**config.mk**
```make
export PLATFORM = sky130hd
export DESIGN_NAME = tps_queue
export DESIGN_NICKNAME = d
export VERILOG_FILES = /design/src/tps_pkg.sv /design/src/tps_queue.sv
export SDC_FILE = /design/constraint.sdc
export NUM_CORES = 1
export LEC_CHECK = 0
export ABC_AREA = 1
export BUFFER_PORTS_ARGS = -buffer_cell sky130_fd_sc_hd__buf_2
export CAP_MARGIN = 25
export CELL_PAD_IN_SITES_DETAIL_PLACEMENT = 0
export CELL_PAD_IN_SITES_GLOBAL_PLACEMENT = 1
export CORE_AREA = 3 3 291 293
export DETAILED_ROUTE_END_ITERATION = 7
export DIE_AREA = 0 0 294 296
export GPL_TIMING_DRIVEN = 0
export MAX_ROUTING_LAYER = met4
export PLACE_DENSITY_LB_ADDON = 0.1
export RECOVER_POWER = 50
export SETUP_SLACK_MARGIN = 0.2
export SYNTH_ARGS = -nofsm -noshare
export SYNTH_HDL_FRONTEND = slang
export SYNTH_SLANG_ARGS = --single-unit
```
**constraint.sdc**
```tcl
create_clock -name i_clk -period 27.5 [get_ports i_clk]
set_input_delay 0 -clock i_clk [delete_from_list [all_inputs] [get_ports i_clk]]
set_output_delay 0 -clock i_clk [all_outputs]
set_load 0.05 [all_outputs]
```
**src/tps_pkg.sv**
```systemverilog
// ============================================================================
// tps_pkg - triangle plane slicer shared definitions
// Widths, register indexes and the edge record passed from front to back.
// ============================================================================
package tps_pkg;

    localparam int INDEX_BITS_DEF = 20;
    localparam int COORD_W   = 32;
    localparam int NORM_W    = 18;
    localparam int PROD_W    = NORM_W + COORD_W;      // normal * coordinate
    localparam int DIST_W    = 52;                    // plane distance, |s| < 2^51
    localparam int SPLIT_W   = 26;                    // low slice of a distance
    localparam int PART_W    = SPLIT_W + 1 + COORD_W; // slice * coordinate
    localparam int NUM_W     = 85;                    // cross-multiplied numerator
    localparam int MAG_W     = NUM_W - 1;
    localparam int DEN_W     = DIST_W + 1;            // distance difference
    localparam int DMAG_W    = DEN_W - 1;
    localparam int QUO_W     = 32;
    localparam int QUEUE_DEPTH = 2;
    localparam int CFG_IDX_W = 8;

    typedef enum logic [CFG_IDX_W-1:0] {
        REG_NORMAL_X       = 8'd0,
        REG_NORMAL_Y       = 8'd1,
        REG_NORMAL_Z       = 8'd2,
        REG_PLANE_DISTANCE = 8'd3
    } t_reg_idx;

    typedef struct packed {
        logic signed [NORM_W-1:0]  nx;
        logic signed [NORM_W-1:0]  ny;
        logic signed [NORM_W-1:0]  nz;
        logic signed [COORD_W-1:0] offset;
    } t_plane;

    // classified triangle: distances and positions of the from-edge ends
    typedef struct packed {
        logic                          crosses;
        logic [DIST_W-1:0]             s_lo;
        logic [DIST_W-1:0]             s_hi;
        logic [2:0][COORD_W-1:0]       v_lo;
        logic [2:0][COORD_W-1:0]       v_hi;
    } t_edge;

endpackage

```
**src/tps_queue.sv**
```systemverilog
// ============================================================================
// tps_queue - classified triangle queue
// Small flop FIFO between the classifier and the crossing-point pipeline.
// ============================================================================
module tps_queue #(
    parameter int INDEX_BITS = tps_pkg::INDEX_BITS_DEF
) (
    input  logic                  i_clk,
    input  logic                  i_rst_n,
    input  logic                  i_valid,
    output logic                  o_ready,
    input  tps_pkg::t_edge        i_edge,
    input  logic [INDEX_BITS-1:0] i_idx [4],
    output logic                  o_valid,
    input  logic                  i_ready,
    output tps_pkg::t_edge        o_edge,
    output logic [INDEX_BITS-1:0] o_idx [4]
);
    localparam int DEPTH = tps_pkg::QUEUE_DEPTH;
    localparam int PTR_W = $clog2(DEPTH);
    localparam int CNT_W = $clog2(DEPTH + 1);

    tps_pkg::t_edge        r_edge [DEPTH];
    logic [INDEX_BITS-1:0] r_idx  [DEPTH][4];
    logic [PTR_W-1:0]      r_wp, r_rp;
    logic [CNT_W-1:0]      r_cnt;
    logic push, pop;

    assign o_ready = (r_cnt != CNT_W'(DEPTH));
    assign o_valid = (r_cnt != '0);
    assign push    = i_valid && o_ready;
    assign pop     = o_valid && i_ready;
    assign o_edge  = r_edge[r_rp];
    assign o_idx   = r_idx[r_rp];

    always_ff @(posedge i_clk) begin
        if (!i_rst_n) begin
            r_wp  <= '0;
            r_rp  <= '0;
            r_cnt <= '0;
        end else begin
            if (push) r_wp <= (r_wp == PTR_W'(DEPTH - 1)) ? '0 : r_wp + 1'b1;
            if (pop)  r_rp <= (r_rp == PTR_W'(DEPTH - 1)) ? '0 : r_rp + 1'b1;
            r_cnt <= r_cnt + CNT_W'(push) - CNT_W'(pop);
        end
    end

    always_ff @(posedge i_clk) begin
        if (push) begin
            r_edge[r_wp] <= i_edge;
            r_idx[r_wp]  <= i_idx;
        end
    end

endmodule

```
==> results.json <==
{
  "setup_violations": 0,
  "syn_nets": 1591,
  "ys_ff_latch": 759,
  "antenna_left": 0,
  "synth_area_um2": 27570,
  "cp.arrival_ps": 4650,
  "num_vias": 15998,
  "placementRows": 105,
  "fillers": 7279,
  "reg2reg_from": "r_cnt[0]",
  "p_seq_share_pct": 37.4,
  "holdPathStages": 2,
  "cp.buffers_inverters": 5,
  "io_buffers": 759,
  "critPathSlowestCell": "clkbuf_1",
  "ios": 760,
  "final_common_cell": "edfxtp_1",
  "die_area_um2": 87020,
  "rr_worst_depth": 8,
  "routabilityCongestion": 0.7720,
  "ctsLongestPathBuffers": 3,
  "gr-total-overflow": 0,
  "post-route-period-util_pct": 15.78,
  "grt_pass1_vias": 17434,
  "p_leak_nw": 14.15,
  "ir_drop_mv": 0.05657,
  "design_area_um2": 39410,
  "grt_pass1_wl_mm": 111.2,
  "p_per_area_nw_per_um2": 101.5,
  "crit_start": "r_cnt[0]",
  "multi_input_area_um2": 4352,
  "power.total_mw": 4.000,
  "worstPathRequired_ps": 27820,
  "clk_latency_ps": 620,
  "slew_headroom_pct": -19.73,
  "end_kind": "flip-flop",
  "drive_gt1_share_pct": 41.03,
  "drt_iter0_markers": 713,
  "cpPeakStageDelay_ps": 1370,
  "cts_root_buf": "clkbuf_16",
  "start_util_pct": 33.57,
  "max_cap_viol_count": 10,
  "power.internal_mw": 2.517,
  "final_hold_viol_count": 0,
  "syn_area_per_cell_um2": 22.80,
  "status": "finished, violations left",
  "ys_seq_area_share_pct": 82.49,
  "dr.pass1.iters": 4,
  "max_freq_ghz": 0.2304,
  "hold_path_class": "primary input to flip-flop",
  "detail_route.wl_per_cell_um": 21.41,
  "cpMostUsedCell": "buf_12",
  "p_clk_share_pct": 27.9,
  "worstPathCellList": "inv_1 -> nand2_1 -> nand2_1 -> nor2_1 -> clkbuf_1 -> buf_12 -> buf_12 -> buf_12",
  "wl_mm": 77.63,
  "final_cell_mix": "edfxtp_1 (754), buf_2 (481), dlygate4sd3_1 (383)",
  "min_to": "r_edge[1][240]",
  "die_height_um": 296,
  "ys_types": 12,
  "cts_setup_buffers": 0,
  "period_needed_ps": 4339,
  "grt_use_total_pct": 17.88,
  "max_slew.worst_pin.slew_ps": 1796,
  "drc": 0,
  "core_um2": 82110,
  "cts_sinks": 759,
  "area_growth_pct": 42.97,
  "maxSlewViolCount": 242,
  "drt-vias-per-instance": 4.412,
  "tritoncts": "done",
  "seq_area_um2": 22740,
  "synthCells": 1209,
  "antenna_found_initial": 18,
  "placed_cell_area_um2": 33280,
  "cts_buffers": 85,
  "finClkSkew_ps": 19.42,
  "path_max_fanout": 29,
  "critical_path_class": "flip-flop to flip-flop",
  "grt_max_degree": 31,
  "fin_nets": 2848,
  "clk_pin_slew_ps": 60,
  "r2r-end": "r_edge[1][160]",
  "yosys_warnings": 0,
  "rsz0062_at_grt": "no",
  "crit_family": "buffers and inverters",
  "violations": "capacitance limit, slew limit",
  "sw_frac_of_total_pct": 37.06,
  "start_kind": "flip-flop",
  "combPwrFrac_pct": 34.7,
  "dp_hpwl_mm": 57.37,
  "p_switching_mw": 1.482,
  "hold_start": "i_edge[240]",
  "h-tree-depth": 3,
  "r2r_slack_ps": 23160,
  "die_w_um": 294
}
cell usage after synthesis:
cell	number	area, um2
edfxtp_1	754	22640
mux2_2	377	4245
buf_6	38	427.9
nand2_1	11	41.29
nor2_1	9	33.78
inv_1	7	26.28
dfxtp_1	5	100.1
buf_2	4	20.02
a21oi_1	1	5.000
ha_1	1	12.51
nand3_1	1	5.000
xnor2_1	1	8.760
power by group through the flow:
| stage | Combinational (mW) | Clock, mW | Sequential, mW |
|---|---|---|---|
| floorplan | 0.982 | 0 | 1.63 |
| global placement | 1.33 | 0 | 1.72 |
| detailed placement | 1.37 | 0 | 1.52 |
| CTS | 1.43 | 1.15 | 1.50 |
| global route | 1.45 | 1.20 | 1.51 |
| finish | 1.39 | 1.12 | 1.50 |
repair_timing:
item,4_1_cts,5_1_grt
resized for setup,0,0
endpoints found under the hold margin,759,0
hold buffers,383,0
layout make-up:
cell class,instances,share of cell area [%]
Sequential cell,759,57.70
Multi-Input combinational cell,401,11.04
Timing Repair Buffer,1170,19.59
Tap cell,1070,3.397
Clock buffer,106,5.705
Antenna cell,19,0.1206
Buffer,42,1.098
Clock inverter,52,1.282
Inverter,7,0.06666
logic make-up after synthesis:
logic type                 share of synthesized area (%)
buffers and inverters                              1.720
and+or+nand+nor                                   0.2904
xor gates and xnor gates                         0.03178
adders and majority gates                        0.04538
muxes                                              15.40
AOI/OAI and AO/OA                                0.01814
DFF                                                82.49
flip-flops by register name, indices dropped and copies added, names as in the netlist, named ones only:
register,flops
r_cnt,2
r_edge,594
r_idx,160
r_rp,1
r_wp,1
worst max path at each step:
stage | endpoint | slack [ps] | depth (start not counted)
floorplan | r_edge[1][0] | 9710 | 4
global placement | r_edge[1][163] | -690 | 4
detailed placement | r_edge[1][159] | 24770 | 8
CTS | r_idx[1][40] | 24730 | 8
global route | r_idx[1][40] | 22630 | 8
finish | r_edge[1][160] | 23160 | 8
stage by stage:
stage          std cells  utilization, %  setup TNS, ps  hold WS (ps)  setup slack [ps]
6_report            3626           48.00              0         95.82             23160
5_1_grt             3626           48.00              0         74.40             22630
3_3_place_gp        3038           39.83        -478540         187.5            -694.7
3_5_place_dp        3066           40.53              0         190.7             24770
4_1_cts             3607           48.55              0         38.99             24730
2_1_floorplan       1209               -              0         93.45              9714
layer usage:
| metal | part of all wire [%] | global-route usage (%) | vias to the layer above |
|---|---|---|---|
| met4 | 3.8 | 6.865 | 0 |
| met3 | 7.0 | 5.392 | 155 |
| met2 | 53 | 31.81 | 516 |
| met5 | 0 | - | - |
| li1 | - | - | 7392 |
| met1 | 36 | 18.60 | 7935 |
Note: power is estimated with default switching activity, not from simulation.
